[src/design/crng_pkg.sv]
// ----------------------------------------------------------------------------
// crng_pkg
// Shared types, constants and the modular fold for the combined shuffled RNG.
// ----------------------------------------------------------------------------
`timescale 1ns / 1ps
`default_nettype none

package crng_pkg;

  localparam int VAL_W  = 31;
  localparam int MUL_W  = 16;
  localparam int PROD_W = VAL_W + MUL_W;
  localparam int FOLD_W = 8;

  localparam logic [VAL_W-1:0]  MOD_ONE       = 31'd2147483563;
  localparam logic [VAL_W-1:0]  MOD_TWO       = 31'd2147483399;
  localparam logic [MUL_W-1:0]  MUL_ONE       = 16'd40014;
  localparam logic [MUL_W-1:0]  MUL_TWO       = 16'd40692;
  // 2^31 mod m, used to fold the high part of the product back in
  localparam logic [FOLD_W-1:0] FOLD_ONE      = 8'd85;
  localparam logic [FOLD_W-1:0] FOLD_TWO      = 8'd249;
  localparam logic [VAL_W-1:0]  GEN_TWO_RESET = 31'd123456789;
  localparam logic [VAL_W-1:0]  SEED_RESET    = 31'd1234;
  localparam logic [VAL_W-1:0]  SEED_MAX      = 31'd2147483562;
  localparam logic [VAL_W-1:0]  OUT_SPAN      = 31'd2147483562;

  typedef enum logic [2:0] {
    ST_IDLE,
    ST_INIT_MUL,
    ST_INIT_FOLD,
    ST_PREP,
    ST_FETCH,
    ST_STEP
  } state_t;

  typedef struct packed {
    logic gen_load;
    logic step_one;
    logic step_two;
    logic mem_re;
    logic mem_we;
    logic wsel_init;
    logic last_ld_init;
    logic emit;
  } ctl_t;

  // mul*x mod m from the full product; result below m
  function automatic logic [VAL_W-1:0] mod_fold(input logic [PROD_W-1:0] prod,
                                                input logic [FOLD_W-1:0] k,
                                                input logic [VAL_W-1:0]  m);
    logic [MUL_W+FOLD_W-1:0] hi_k;
    logic [VAL_W:0]          sum;
    hi_k = (MUL_W+FOLD_W)'(prod[PROD_W-1:VAL_W]) * (MUL_W+FOLD_W)'(k);
    sum  = {1'b0, prod[VAL_W-1:0]} + (VAL_W+1)'(hi_k);
    if (sum >= {1'b0, m}) begin
      sum = sum - {1'b0, m};
    end
    return sum[VAL_W-1:0];
  endfunction

endpackage

`default_nettype wire

[src/design/crng_mem.sv]
// ----------------------------------------------------------------------------
// crng_mem
// Shuffle table: one write port, one read port with registered read data.
// ----------------------------------------------------------------------------
`timescale 1ns / 1ps
`default_nettype none

module crng_mem #(
  parameter int DEPTH = 32,
  parameter int AW    = 5
) (
  input  logic                      clk,
  input  logic                      re,
  input  logic [AW-1:0]             raddr,
  output logic [crng_pkg::VAL_W-1:0] rdata,
  input  logic                      we,
  input  logic [AW-1:0]             waddr,
  input  logic [crng_pkg::VAL_W-1:0] wdata
);

  logic [crng_pkg::VAL_W-1:0] mem [DEPTH];
  logic [crng_pkg::VAL_W-1:0] rdata_r;

  always_ff @(posedge clk) begin
    if (we) begin
      mem[waddr] <= wdata;
    end
  end

  always_ff @(posedge clk) begin
    if (re) begin
      rdata_r <= mem[raddr];
    end
  end

  assign rdata = rdata_r;

endmodule

`default_nettype wire

[src/design/crng_gen.sv]
// ----------------------------------------------------------------------------
// crng_gen
// The two congruential generators: product registers and modular fold.
// ----------------------------------------------------------------------------
`timescale 1ns / 1ps
`default_nettype none

module crng_gen (
  input  logic                       clk,
  input  logic                       rst_n,
  input  crng_pkg::ctl_t             ctl,
  input  logic [crng_pkg::VAL_W-1:0] seed_val,
  output logic [crng_pkg::VAL_W-1:0] gen_one,
  output logic [crng_pkg::VAL_W-1:0] gen_two,
  output logic [crng_pkg::VAL_W-1:0] fold_one
);

  logic [crng_pkg::VAL_W-1:0]  gen_one_r, gen_one_nxt;
  logic [crng_pkg::VAL_W-1:0]  gen_two_r, gen_two_nxt;
  logic [crng_pkg::PROD_W-1:0] prod_one_r, prod_two_r;
  logic [crng_pkg::VAL_W-1:0]  fold_two;

  // products always track the current generator values
  always_ff @(posedge clk) begin
    prod_one_r <= crng_pkg::PROD_W'(gen_one_r) * crng_pkg::PROD_W'(crng_pkg::MUL_ONE);
    prod_two_r <= crng_pkg::PROD_W'(gen_two_r) * crng_pkg::PROD_W'(crng_pkg::MUL_TWO);
  end

  assign fold_one = crng_pkg::mod_fold(prod_one_r, crng_pkg::FOLD_ONE, crng_pkg::MOD_ONE);
  assign fold_two = crng_pkg::mod_fold(prod_two_r, crng_pkg::FOLD_TWO, crng_pkg::MOD_TWO);

  always_comb begin
    gen_one_nxt = gen_one_r;
    gen_two_nxt = gen_two_r;
    if (ctl.gen_load) begin
      gen_one_nxt = seed_val;
      gen_two_nxt = seed_val;
    end else begin
      if (ctl.step_one) begin
        gen_one_nxt = fold_one;
      end
      if (ctl.step_two) begin
        gen_two_nxt = fold_two;
      end
    end
  end

  always_ff @(posedge clk) begin
    if (!rst_n) begin
      gen_one_r <= '0;
      gen_two_r <= crng_pkg::GEN_TWO_RESET;
    end else begin
      gen_one_r <= gen_one_nxt;
      gen_two_r <= gen_two_nxt;
    end
  end

  assign gen_one = gen_one_r;
  assign gen_two = gen_two_r;

endmodule

`default_nettype wire

[src/design/crng_ctrl.sv]
// ----------------------------------------------------------------------------
// crng_ctrl
// Sequencer for warm-up, table fetch and result write-back.
// ----------------------------------------------------------------------------
`timescale 1ns / 1ps
`default_nettype none

module crng_ctrl #(
  parameter int DEPTH  = 32,
  parameter int SLOT_W = 5,
  parameter int CNT_W  = 6
) (
  input  logic              clk,
  input  logic              rst_n,
  input  logic              in_valid,
  output logic              in_ready,
  input  logic              in_reseed,
  input  logic              can_emit,
  output crng_pkg::ctl_t    ctl,
  output logic [SLOT_W-1:0] init_idx
);

  crng_pkg::state_t state_r, state_nxt;
  logic [CNT_W-1:0] cnt_r, cnt_nxt;
  logic             needs_init_r, needs_init_nxt;
  logic             accept;
  logic             init_req;
  logic             cnt_zero;
  logic             cnt_in_table;

  assign accept       = in_valid && (state_r == crng_pkg::ST_IDLE);
  assign init_req     = in_reseed || needs_init_r;
  assign cnt_zero     = (cnt_r == '0);
  assign cnt_in_table = (cnt_r < CNT_W'(DEPTH));
  assign init_idx     = cnt_r[SLOT_W-1:0];

  always_comb begin
    state_nxt = state_r;
    case (state_r)
      crng_pkg::ST_IDLE: begin
        if (accept) begin
          state_nxt = init_req ? crng_pkg::ST_INIT_MUL : crng_pkg::ST_STEP;
        end
      end
      crng_pkg::ST_INIT_MUL:  state_nxt = crng_pkg::ST_INIT_FOLD;
      crng_pkg::ST_INIT_FOLD: begin
        state_nxt = cnt_zero ? crng_pkg::ST_PREP : crng_pkg::ST_INIT_MUL;
      end
      crng_pkg::ST_PREP:      state_nxt = crng_pkg::ST_FETCH;
      crng_pkg::ST_FETCH:     state_nxt = crng_pkg::ST_STEP;
      crng_pkg::ST_STEP: begin
        if (can_emit) begin
          state_nxt = crng_pkg::ST_IDLE;
        end
      end
      default:                state_nxt = crng_pkg::ST_IDLE;
    endcase
  end

  always_comb begin
    ctl      = '0;
    in_ready = 1'b0;
    case (state_r)
      crng_pkg::ST_IDLE: begin
        in_ready = 1'b1;
        if (accept) begin
          if (init_req) begin
            ctl.gen_load = 1'b1;
          end else begin
            ctl.mem_re   = 1'b1;
            ctl.step_one = 1'b1;
            ctl.step_two = 1'b1;
          end
        end
      end
      crng_pkg::ST_INIT_FOLD: begin
        ctl.step_one     = 1'b1;
        ctl.mem_we       = cnt_in_table;
        ctl.wsel_init    = 1'b1;
        ctl.last_ld_init = cnt_zero;
      end
      crng_pkg::ST_FETCH: begin
        ctl.mem_re   = 1'b1;
        ctl.step_one = 1'b1;
        ctl.step_two = 1'b1;
      end
      crng_pkg::ST_STEP: begin
        ctl.emit   = can_emit;
        ctl.mem_we = can_emit;
      end
      default: begin
        ctl = '0;
      end
    endcase
  end

  always_comb begin
    cnt_nxt        = cnt_r;
    needs_init_nxt = needs_init_r;
    if (ctl.gen_load) begin
      cnt_nxt = CNT_W'(DEPTH + 7);
    end else if (state_r == crng_pkg::ST_INIT_FOLD) begin
      if (cnt_zero) begin
        needs_init_nxt = 1'b0;
      end else begin
        cnt_nxt = cnt_r - 1'b1;
      end
    end
  end

  always_ff @(posedge clk) begin
    if (!rst_n) begin
      state_r      <= crng_pkg::ST_IDLE;
      cnt_r        <= '0;
      needs_init_r <= 1'b1;
    end else begin
      state_r      <= state_nxt;
      cnt_r        <= cnt_nxt;
      needs_init_r <= needs_init_nxt;
    end
  end

endmodule

`default_nettype wire

[src/design/combined_lcg_shuffle_rng_top.sv]
// ----------------------------------------------------------------------------
// combined_lcg_shuffle_rng_top
// Combined two-generator congruential RNG with a shuffle table.
// ----------------------------------------------------------------------------
// Each request on the in_ channel returns one value on the out_ channel, in
// the range 1 to 2147483562. in_reseed set on a request restarts the
// sequence from the seed register; the first request after reset does so too.
// The seed is written over the cfg_ channel (always ready) and is used only
// at the next restart; zero counts as one.
// A plain request: the accept cycle reads the shuffle table slot picked by
// the last value and folds both generators, then the step state forms the
// value and writes the slot back. The result register and out_valid are
// loaded at the end of the step state. The table read feeds the next slot
// choice, which bounds the rate. A restart adds the warm-up steps, then a
// prep state and a fetch state; every warm-up step is a multiply state and
// a fold state on the same generator.
// A new request is taken while a result still waits in the output register;
// if out_ready stays low the block holds its finished step and stops taking
// requests until the register drains. Reset clears the control state and
// loads the seed register with 1234; the table needs no clearing pass.
// ----------------------------------------------------------------------------
`timescale 1ns / 1ps
`default_nettype none

module combined_lcg_shuffle_rng_top #(
  parameter int TABLE_DEPTH = 32
) (
  input  logic                       clk,
  input  logic                       rst_n,
  input  logic                       in_valid,
  output logic                       in_ready,
  input  logic                       in_reseed,
  output logic                       out_valid,
  input  logic                       out_ready,
  output logic [crng_pkg::VAL_W-1:0] out_value,
  input  logic                       cfg_valid,
  output logic                       cfg_ready,
  input  logic [crng_pkg::VAL_W-1:0] cfg_seed
);

  localparam int SLOT_W = (TABLE_DEPTH > 1) ? $clog2(TABLE_DEPTH) : 1;
  localparam int CNT_W  = $clog2(TABLE_DEPTH + 8);
  localparam logic [63:0] SLOT_DIV = 64'd1 + 64'd2147483562 / 64'(TABLE_DEPTH);

  crng_pkg::ctl_t             ctl;
  logic [SLOT_W-1:0]          init_idx;
  logic [SLOT_W-1:0]          slot;
  logic [SLOT_W-1:0]          slot_r;
  logic [crng_pkg::VAL_W-1:0] seed_r, seed_nxt;
  logic [crng_pkg::VAL_W-1:0] seed_val;
  logic [crng_pkg::VAL_W-1:0] last_r, last_nxt;
  logic [crng_pkg::VAL_W-1:0] out_value_r;
  logic                       out_valid_r, out_valid_nxt;
  logic [crng_pkg::VAL_W-1:0] gen_one, gen_two, fold_one;
  logic [crng_pkg::VAL_W-1:0] rdata;
  logic [SLOT_W-1:0]          waddr;
  logic [crng_pkg::VAL_W-1:0] wdata;
  logic [crng_pkg::VAL_W:0]   diff;
  logic [crng_pkg::VAL_W:0]   y_wide;
  logic [crng_pkg::VAL_W-1:0] y;
  logic                       can_emit;

  assign cfg_ready = 1'b1;
  assign seed_nxt  = cfg_valid ? cfg_seed : seed_r;

  always_comb begin
    seed_val = seed_r;
    if (seed_r == '0) begin
      seed_val = crng_pkg::VAL_W'(1);
    end else if (seed_r > crng_pkg::SEED_MAX) begin
      seed_val = crng_pkg::SEED_MAX;
    end
  end

  // thresholds are elaboration constants, so this is a row of compares
  always_comb begin
    slot = '0;
    for (int k = 1; k < TABLE_DEPTH; k++) begin
      if (64'(last_r) >= 64'(k) * SLOT_DIV) begin
        slot = SLOT_W'(k);
      end
    end
  end

  assign can_emit = !out_valid_r || out_ready;

  crng_ctrl #(
    .DEPTH  (TABLE_DEPTH),
    .SLOT_W (SLOT_W),
    .CNT_W  (CNT_W)
  ) u_ctrl (
    .clk       (clk),
    .rst_n     (rst_n),
    .in_valid  (in_valid),
    .in_ready  (in_ready),
    .in_reseed (in_reseed),
    .can_emit  (can_emit),
    .ctl       (ctl),
    .init_idx  (init_idx)
  );

  crng_gen u_gen (
    .clk      (clk),
    .rst_n    (rst_n),
    .ctl      (ctl),
    .seed_val (seed_val),
    .gen_one  (gen_one),
    .gen_two  (gen_two),
    .fold_one (fold_one)
  );

  // reads and writes fall in different states, so no forwarding is needed
  assign waddr = ctl.wsel_init ? init_idx : slot_r;
  assign wdata = ctl.wsel_init ? fold_one : gen_one;

  crng_mem #(
    .DEPTH (TABLE_DEPTH),
    .AW    (SLOT_W)
  ) u_mem (
    .clk   (clk),
    .re    (ctl.mem_re),
    .raddr (slot),
    .rdata (rdata),
    .we    (ctl.mem_we),
    .waddr (waddr),
    .wdata (wdata)
  );

  // table entry minus second generator, wrapped into 1..span
  assign diff   = {1'b0, rdata} - {1'b0, gen_two};
  assign y_wide = (diff[crng_pkg::VAL_W] || (diff == '0))
                  ? diff + {1'b0, crng_pkg::OUT_SPAN} : diff;
  assign y      = y_wide[crng_pkg::VAL_W-1:0];

  always_comb begin
    last_nxt = last_r;
    if (ctl.emit) begin
      last_nxt = y;
    end else if (ctl.last_ld_init) begin
      last_nxt = fold_one;
    end
  end

  always_comb begin
    out_valid_nxt = out_valid_r;
    if (ctl.emit) begin
      out_valid_nxt = 1'b1;
    end else if (out_ready) begin
      out_valid_nxt = 1'b0;
    end
  end

  always_ff @(posedge clk) begin
    if (ctl.mem_re) begin
      slot_r <= slot;
    end
    if (ctl.emit) begin
      out_value_r <= y;
    end
  end

  always_ff @(posedge clk) begin
    if (!rst_n) begin
      seed_r      <= crng_pkg::SEED_RESET;
      last_r      <= '0;
      out_valid_r <= 1'b0;
    end else begin
      seed_r      <= seed_nxt;
      last_r      <= last_nxt;
      out_valid_r <= out_valid_nxt;
    end
  end

  assign out_valid = out_valid_r;
  assign out_value = out_value_r;

  a_value_range: assert property (@(posedge clk) disable iff (!rst_n)
    out_valid |-> (out_value != '0) && (out_value <= crng_pkg::OUT_SPAN))
    else $error("result value out of range");

  a_no_rw_overlap: assert property (@(posedge clk) disable iff (!rst_n)
    !(ctl.mem_re && ctl.mem_we))
    else $error("table read and write in the same cycle");

  a_emit_free: assert property (@(posedge clk) disable iff (!rst_n)
    ctl.emit |-> (!out_valid_r || out_ready))
    else $error("result overwrites a waiting result");

  a_emit_after_read: assert property (@(posedge clk) disable iff (!rst_n)
    ctl.emit |-> $past(ctl.mem_re) || $past(ctl.emit == 1'b0 && !can_emit))
    else $error("result formed without a table read");

endmodule

`default_nettype wire
[config.mk]
export PLATFORM = sky130hd
export DESIGN_NAME = combined_lcg_shuffle_rng_top
export DESIGN_NICKNAME = d
export VERILOG_FILES = /design/src/design/crng_pkg.sv /design/src/design/crng_mem.sv /design/src/design/crng_gen.sv /design/src/design/crng_ctrl.sv /design/src/design/combined_lcg_shuffle_rng_top.sv
export SDC_FILE = /design/constraint.sdc
export NUM_CORES = 2
export LEC_CHECK = 0
export BUFFER_PORTS_ARGS = -buffer_cell sky130_fd_sc_hd__buf_2
export CAP_MARGIN = 20
export CORE_MARGIN = 2
export CORE_UTILIZATION = 40
export CTS_BUF_LIST = sky130_fd_sc_hd__clkbuf_16
export DETAILED_ROUTE_END_ITERATION = 12
export GPL_TIMING_DRIVEN = 0
export SLEW_MARGIN = 30
export SYNTH_ARGS = -nofsm -noshare
export SYNTH_HDL_FRONTEND = slang
export SYNTH_SLANG_ARGS = --single-unit
[constraint.sdc]
create_clock -name clk -period 7.1 [get_ports clk]
set_input_delay 0.355 -clock clk [delete_from_list [all_inputs] [get_ports clk]]
set_output_delay 0.355 -clock clk [all_outputs]
set_load 0.005 [all_outputs]
---- Word level (Yosys, flattened, before mapping) ----
Memory sizes are Yosys's and may differ from the RTL's. A register that Yosys moved wholly into a read port is not among the register bits.
Cells that the tools add are included.
storage, ports and cells
  bits in registers ....................... 262
  input port bits ......................... 37
  memory bits (writable) .................. 992
  memories ................................ 1
memory list
  name       words  width  read ports  clocked after memory_dff  write ports  line            RTL
  u_mem.mem  32     31     1           1                         1            crng_mem.sv:21  logic [crng_pkg::VAL_W-1:0] mem [DEPTH];
operators by class
  $lt $le $gt $ge ......................... 35
  add/subtract/negate cells ............... 7
  $mul .................................... 4
  reduce and logical (&&, ||, !) cells .... 20
  equality and inequality tests ........... 8
  multiplexer cells ....................... 66
  bitwise gates (word level) .............. 3
operator list
  operator                  count
  $ge A31 B31 Y1 const B    15
  $mux W31                  12
  $ge A31 B30 Y1 const B    8
  $mux W5                   31
  $ge A31 B29 Y1 const B    4
  $ge A32 B31 Y1 const B    2
  $ge A31 B28 Y1 const B    2
  $sub A31 B31 Y31 const B  2
  $mul A31 B15 Y46 const B  1
  $mul A31 B14 Y45 const B  1
  $add A31 B23 Y32          1
  $add A31 B24 Y32          1
  $logic_not A32 Y1         1
  $sub A31 B31 Y32          1
  $add A31 B31 Y31 const B  1
  $ge A31 B26 Y1 const B    1
  $ge A31 B27 Y1 const B    1
  $gt A31 B31 Y1 const B    1
  $logic_not A31 Y1         1
  $mul A16 B8 Y24 const B   1
  $mul A16 B7 Y23 const B   1
  $mux W6                   3
  $pmux W3 S6               1
  $mux W3                   4
  other kinds (22)          46

---- Depth between registers and ports, before layout ----
  depth after elaboration ................. 32
  gate-level depth with buffers ........... 24

---- Modules after synthesis ----
Synthesis repeated with hierarchy kept, for this count alone.
second synthesis, totals
  cells, all modules ...................... 6112
  area total of the unflattened synthesis .. 75886.5 um^2
by module, submodules not included
  module                        instances  cells each  area an instance (um^2)
  crng_mem                      1          2192        39474.1
  crng_gen                      1          2842        27455.1
  combined_lcg_shuffle_rng_top  1          1005        8363.0
  crng_ctrl                     1          73          594.3

---- Worst setup path before layout ----
No wires, ideal clock.
  path kind ............................... register to register
  start point ............................. register u_gen.prod_one_r[36] in the netlist's numbering
  end point ............................... memory u_mem.mem[0][14] in the netlist's numbering (data pin)
  arrival time ............................ 6.628 ns
  cell stages (with the launch flop) ...... 19
  period minus slack after synthesis ...... 7.082 ns
  required time ........................... 6.646 ns
  setup slack ............................. 0.018 ns
  library setup time ...................... 0.454 ns
  cells stage by stage .................... dfxtp_1 > ha_1 > inv_1 > fa_1 > inv_1 > fa_1 > fa_1 > ha_1 > a2111o_1 > o211a_1 > or3_1 > nor4b_1 > nor2_1 > nor4b_1 > o31ai_1 > o31ai_2 > nand4_1 > xnor2_1 > o21ai_0
between the ends
  cells in the longest elaborated chain, start to end .. 5
RTL lines
  element                                                    line                                 RTL
  from (decl)                                                crng_gen.sv:20                       logic [crng_pkg::PROD_W-1:0] prod_one_r, prod_two_r;
  from (signal assigned)                                     crng_gen.sv:25                       prod_one_r <= crng_pkg::PROD_W'(gen_one_r) * crng_pkg::PROD_W'(crng_pkg::MUL_ONE);
  $mul A16 B7 Y23 (*)                                        crng_pkg.sv:53                       hi_k = (MUL_W+FOLD_W)'(prod[PROD_W-1:VAL_W]) * (MUL_W+FOLD_W)'(k);
  $add A31 B23 Y32 (*)                                       crng_pkg.sv:54                       sum = {1'b0, prod[VAL_W-1:0]} + (VAL_W+1)'(hi_k);
  $sub A31 B31 Y31 / $ge A32 B31 Y1 (equally long branches)  crng_pkg.sv:56, crng_pkg.sv:55
  $mux W31 (*)                                               crng_pkg.sv:55                       if (sum >= {1'b0, m}) begin
  $mux W31 (*)                                               combined_lcg_shuffle_rng_top.sv:114  assign wdata = ctl.wsel_init ? fold_one : gen_one;
  net u_mem.wdata, one bit                                   crng_mem.sv:18                       input logic [crng_pkg::VAL_W-1:0] wdata
  to (decl)                                                  crng_mem.sv:21
Mark *: on every way through the listed nets, which the timed path passes. The rest lies on a longest branch.

---- Worst setup path after layout ----
  start point ............................. register u_gen.prod_one_r[31] in the netlist's numbering
  end point ............................... memory u_mem.mem[31][23] in the netlist's numbering (data pin)
Same word-level chain as after synthesis.

==> results.cfg <==
[timing]
fmax_ghz = 0.144
slew_headroom = 0.295
setup_viol = 0
fin_crit_ns = 6.95
drv_slew = 0
skew_ns = 0.0885
hold_violations = 0
fin_crit_sh = 0.979
setup_tns_ns = 0
setup_slack_ns = 0.147
worst_pin_slew_ns = 1.05

[clock_tree]
cts.clk_slew.worst_paths_ns = 0.06
htree_levels = 4
clk_latency_ns = 0.82
clockBufferDepth = 3
cts_buffers = 135
cts_root_buffer = clkbuf_16
cts_tree = yes
clock_sink_count = 1284

[worst_setup_path]
critical_path.startpoint_type = register
crit_path_max_fanout = 28
worst_setup_path_end_kind = register
cp-endpoint = u_mem.mem[31][23]
r2r_start = u_gen.prod_one_r[31]
arrival_ns = 7.57
required_ns = 7.72
criticalPathCategory = reg2reg
reg2reg_depth = 19
r2r_end = u_mem.mem[31][23]
r2r_slack_ns = 0.15
worstSetupStartpoint = u_gen.prod_one_r[31]

[floorplanning]
die_y_um = 436
io_pins = 71
num_rows = 158
die-area_um2 = 190000
core_area_um2 = 186000
die_w_um = 436
initial_core_util = 0.403

[yosys]
netlist.top_cell.by_area = edfxtp_1
synthTopCellsByArea = edfxtp_1, fa_1, ha_1
ys.warnings.count = 0
ys_seq_elements = 1284
synthFlopType = edfxtp_1
syn_inst = 6111
synth-edff-count = 1059
yosysSeqAreaShare = 0.485
synth_area_per_cell_um2 = 12.2
syn_area_um2 = 74800
synth_cell_types = 101
async_flop_share = 0
synth_fp_nets = 7079
yosys.area.top_type_share = 0.425

[place]
dpl_cell_area_um2 = 80600
hpwl_mm = 170
place_congestion = 0.958
io_buffers = 67
pre_cts_ws_ns = -0.664

[grt]
track_usage = 0.229
grt_first_pass_wirelength_mm = 328
grt_max_degree = 44
grt_pass1_vias = 50300
antenna_found_initial = 6
grt_overflow = 0

[drt]
drcViolationCount = 0
vias_per_cell = 5.60
via_count = 50600
drt-pass1-iter-count = 6
drt_iter0_markers = 5207
antenna_left = 0
wl_per_cell_um = 24.4
wirelength_mm = 220

[final_layout]
register_area_um2 = 36300
final_common_cell = edfxtp_1
finalNetCount = 7411
nFillCells = 16500
area_growth_pct = 14.9
multi_input_area_um2 = 36200
drive_above_1_share = 0.0931
fin_area_um2 = 85900
layout_common_cells = edfxtp_1, inv_1, ha_1, mux2i_1, fa_1

[flow_run]
cap_violations = 0

[outcome]
outcome = completed

[worst_hold_path]
min_path_type = in2reg
kinds of logic (layout without fill, tap and decap cells):
kind of cell | count (synthesis) | count (layout) | synth area share
fa+ha+maj | 932 | 932 | 0.201
compound gates | 1213 | 1213 | 0.103
other cells | 1 | 6 | 0.0000501
flops | 1284 | 1284 | 0.485
mux | 477 | 477 | 0.0640
xor+xnor | 205 | 205 | 0.0240
buf+inv | 805 | 1243 | 0.0430
simple gates | 1194 | 1194 | 0.0796
per-layer routing:
metal,up-vias,GRT usage,routed length [um]
met2,1755,0.359,99800
met4,2,0.0815,8880
met1,25400,0.322,97400
met5,-,0,13
li1,23000,-,-
met3,381,0.0350,14200
synthesized netlist by cell type (all sizes together) (10+ instances only):
cell type and instances:
edfxtp 1059, o21bai 23, buf 85, nand4 44, ha 483, o211a 10
inv 559, o211ai 27, nand2b 32, nand3 147, nor2b 27, a211oi 33
nor2 215, clkbuf 160, a2111oi 17, nand2 307, a21oi 247, a21boi 10
or3 84, and3 28, and2 26, or2 15, a211o 13, o22ai 189
a22oi 20, nor3 175, nor4 37, mux2i 469, a21o 84, o2111ai 13
a221oi 18, fa 448, xnor2 135, xor2 70, o31ai 22, o21a 44
nand3b 11, dfxtp 225, a31oi 43, o21ai 316
registers in the layout (all words and copies together) (netlist names):
| signal | flops |
|---|---|
| u_mem.rdata | 31 |
| u_ctrl.needs_init_r | 1 |
| out_valid | 1 |
| u_gen.prod_two_r | 45 |
| u_mem.mem | 992 |
| seed_r | 31 |
| slot_r | 5 |
| u_gen.prod_one_r | 46 |
| u_gen.gen_one | 31 |
| u_gen.gen_two | 31 |
| u_ctrl.state_r | 3 |
| last_r | 30 |
| out_value | 31 |
| u_ctrl.cnt_r | 6 |
how the worst min path moves through the flow:
stage	from	end	slack (ns)	cells past startpoint
4_1_cts	in_reseed	u_ctrl.state_r[2]	0.19	6
3_5_place_dp	last_r[12]	last_r[12]	0.47	2
3_3_place_gp	last_r[12]	last_r[12]	0.47	2
2_1_floorplan	u_ctrl.needs_init_r	u_ctrl.needs_init_r	0.42	2
5_1_grt	in_reseed	u_ctrl.state_r[2]	0.28	6
6_report	in_reseed	u_ctrl.state_r[2]	0.22	6
stage by stage:
step | std cells | utilization | hold slack [ns]
floorplan | 6111 | - | 0.423
global placement | 8658 | 0.421 | 0.465
detailed placement | 8728 | 0.434 | 0.471
CTS | 9017 | 0.461 | 0.186
global route | 9029 | 0.463 | 0.281
finish | 9034 | 0.463 | 0.217
layout make-up:
class / count / area share
Clock buffer: 138 / 0.0402
Inverter: 560 / 0.0245
Clock inverter: 105 / 0.0101
Timing Repair Buffer: 195 / 0.0315
Tap cell: 2480 / 0.0361
Buffer: 245 / 0.0132
Antenna cell: 5 / 0.000146
Sequential cell: 1284 / 0.423
Multi-Input combinational cell: 4022 / 0.421
timing repair:
action                     in CTS  in global routing
resized for setup              31                 43
setup endpoints to repair     907                816
hold buffers                   34                  0
pin swaps                       5                  7
hold endpoints to repair       34                  0
setup buffers                  12                 12
worst max-delay path, cell delays in order, from the launching register on:
cell and delay, ns:
dfxtp_2 0.48, ha_1 0.25, inv_1 0.07, fa_1 0.47, fa_1 0.56, inv_1 0.06, fa_1 0.48, ha_1 0.37
and3_1 0.27, a2111oi_2 0.46, o21a_1 0.18, o211ai_1 0.24, nand4bb_1 0.34, or4_4 0.48, nand4bb_2 0.31, o31a_1 0.43
nor3_1 0.37, xnor2_2 0.26, o21ai_4 0.41, buf_16 0.22
Power is left out: the tool's default activity adds up to more than one toggle a clock period on the data nets, which glitch-free logic cannot reach.
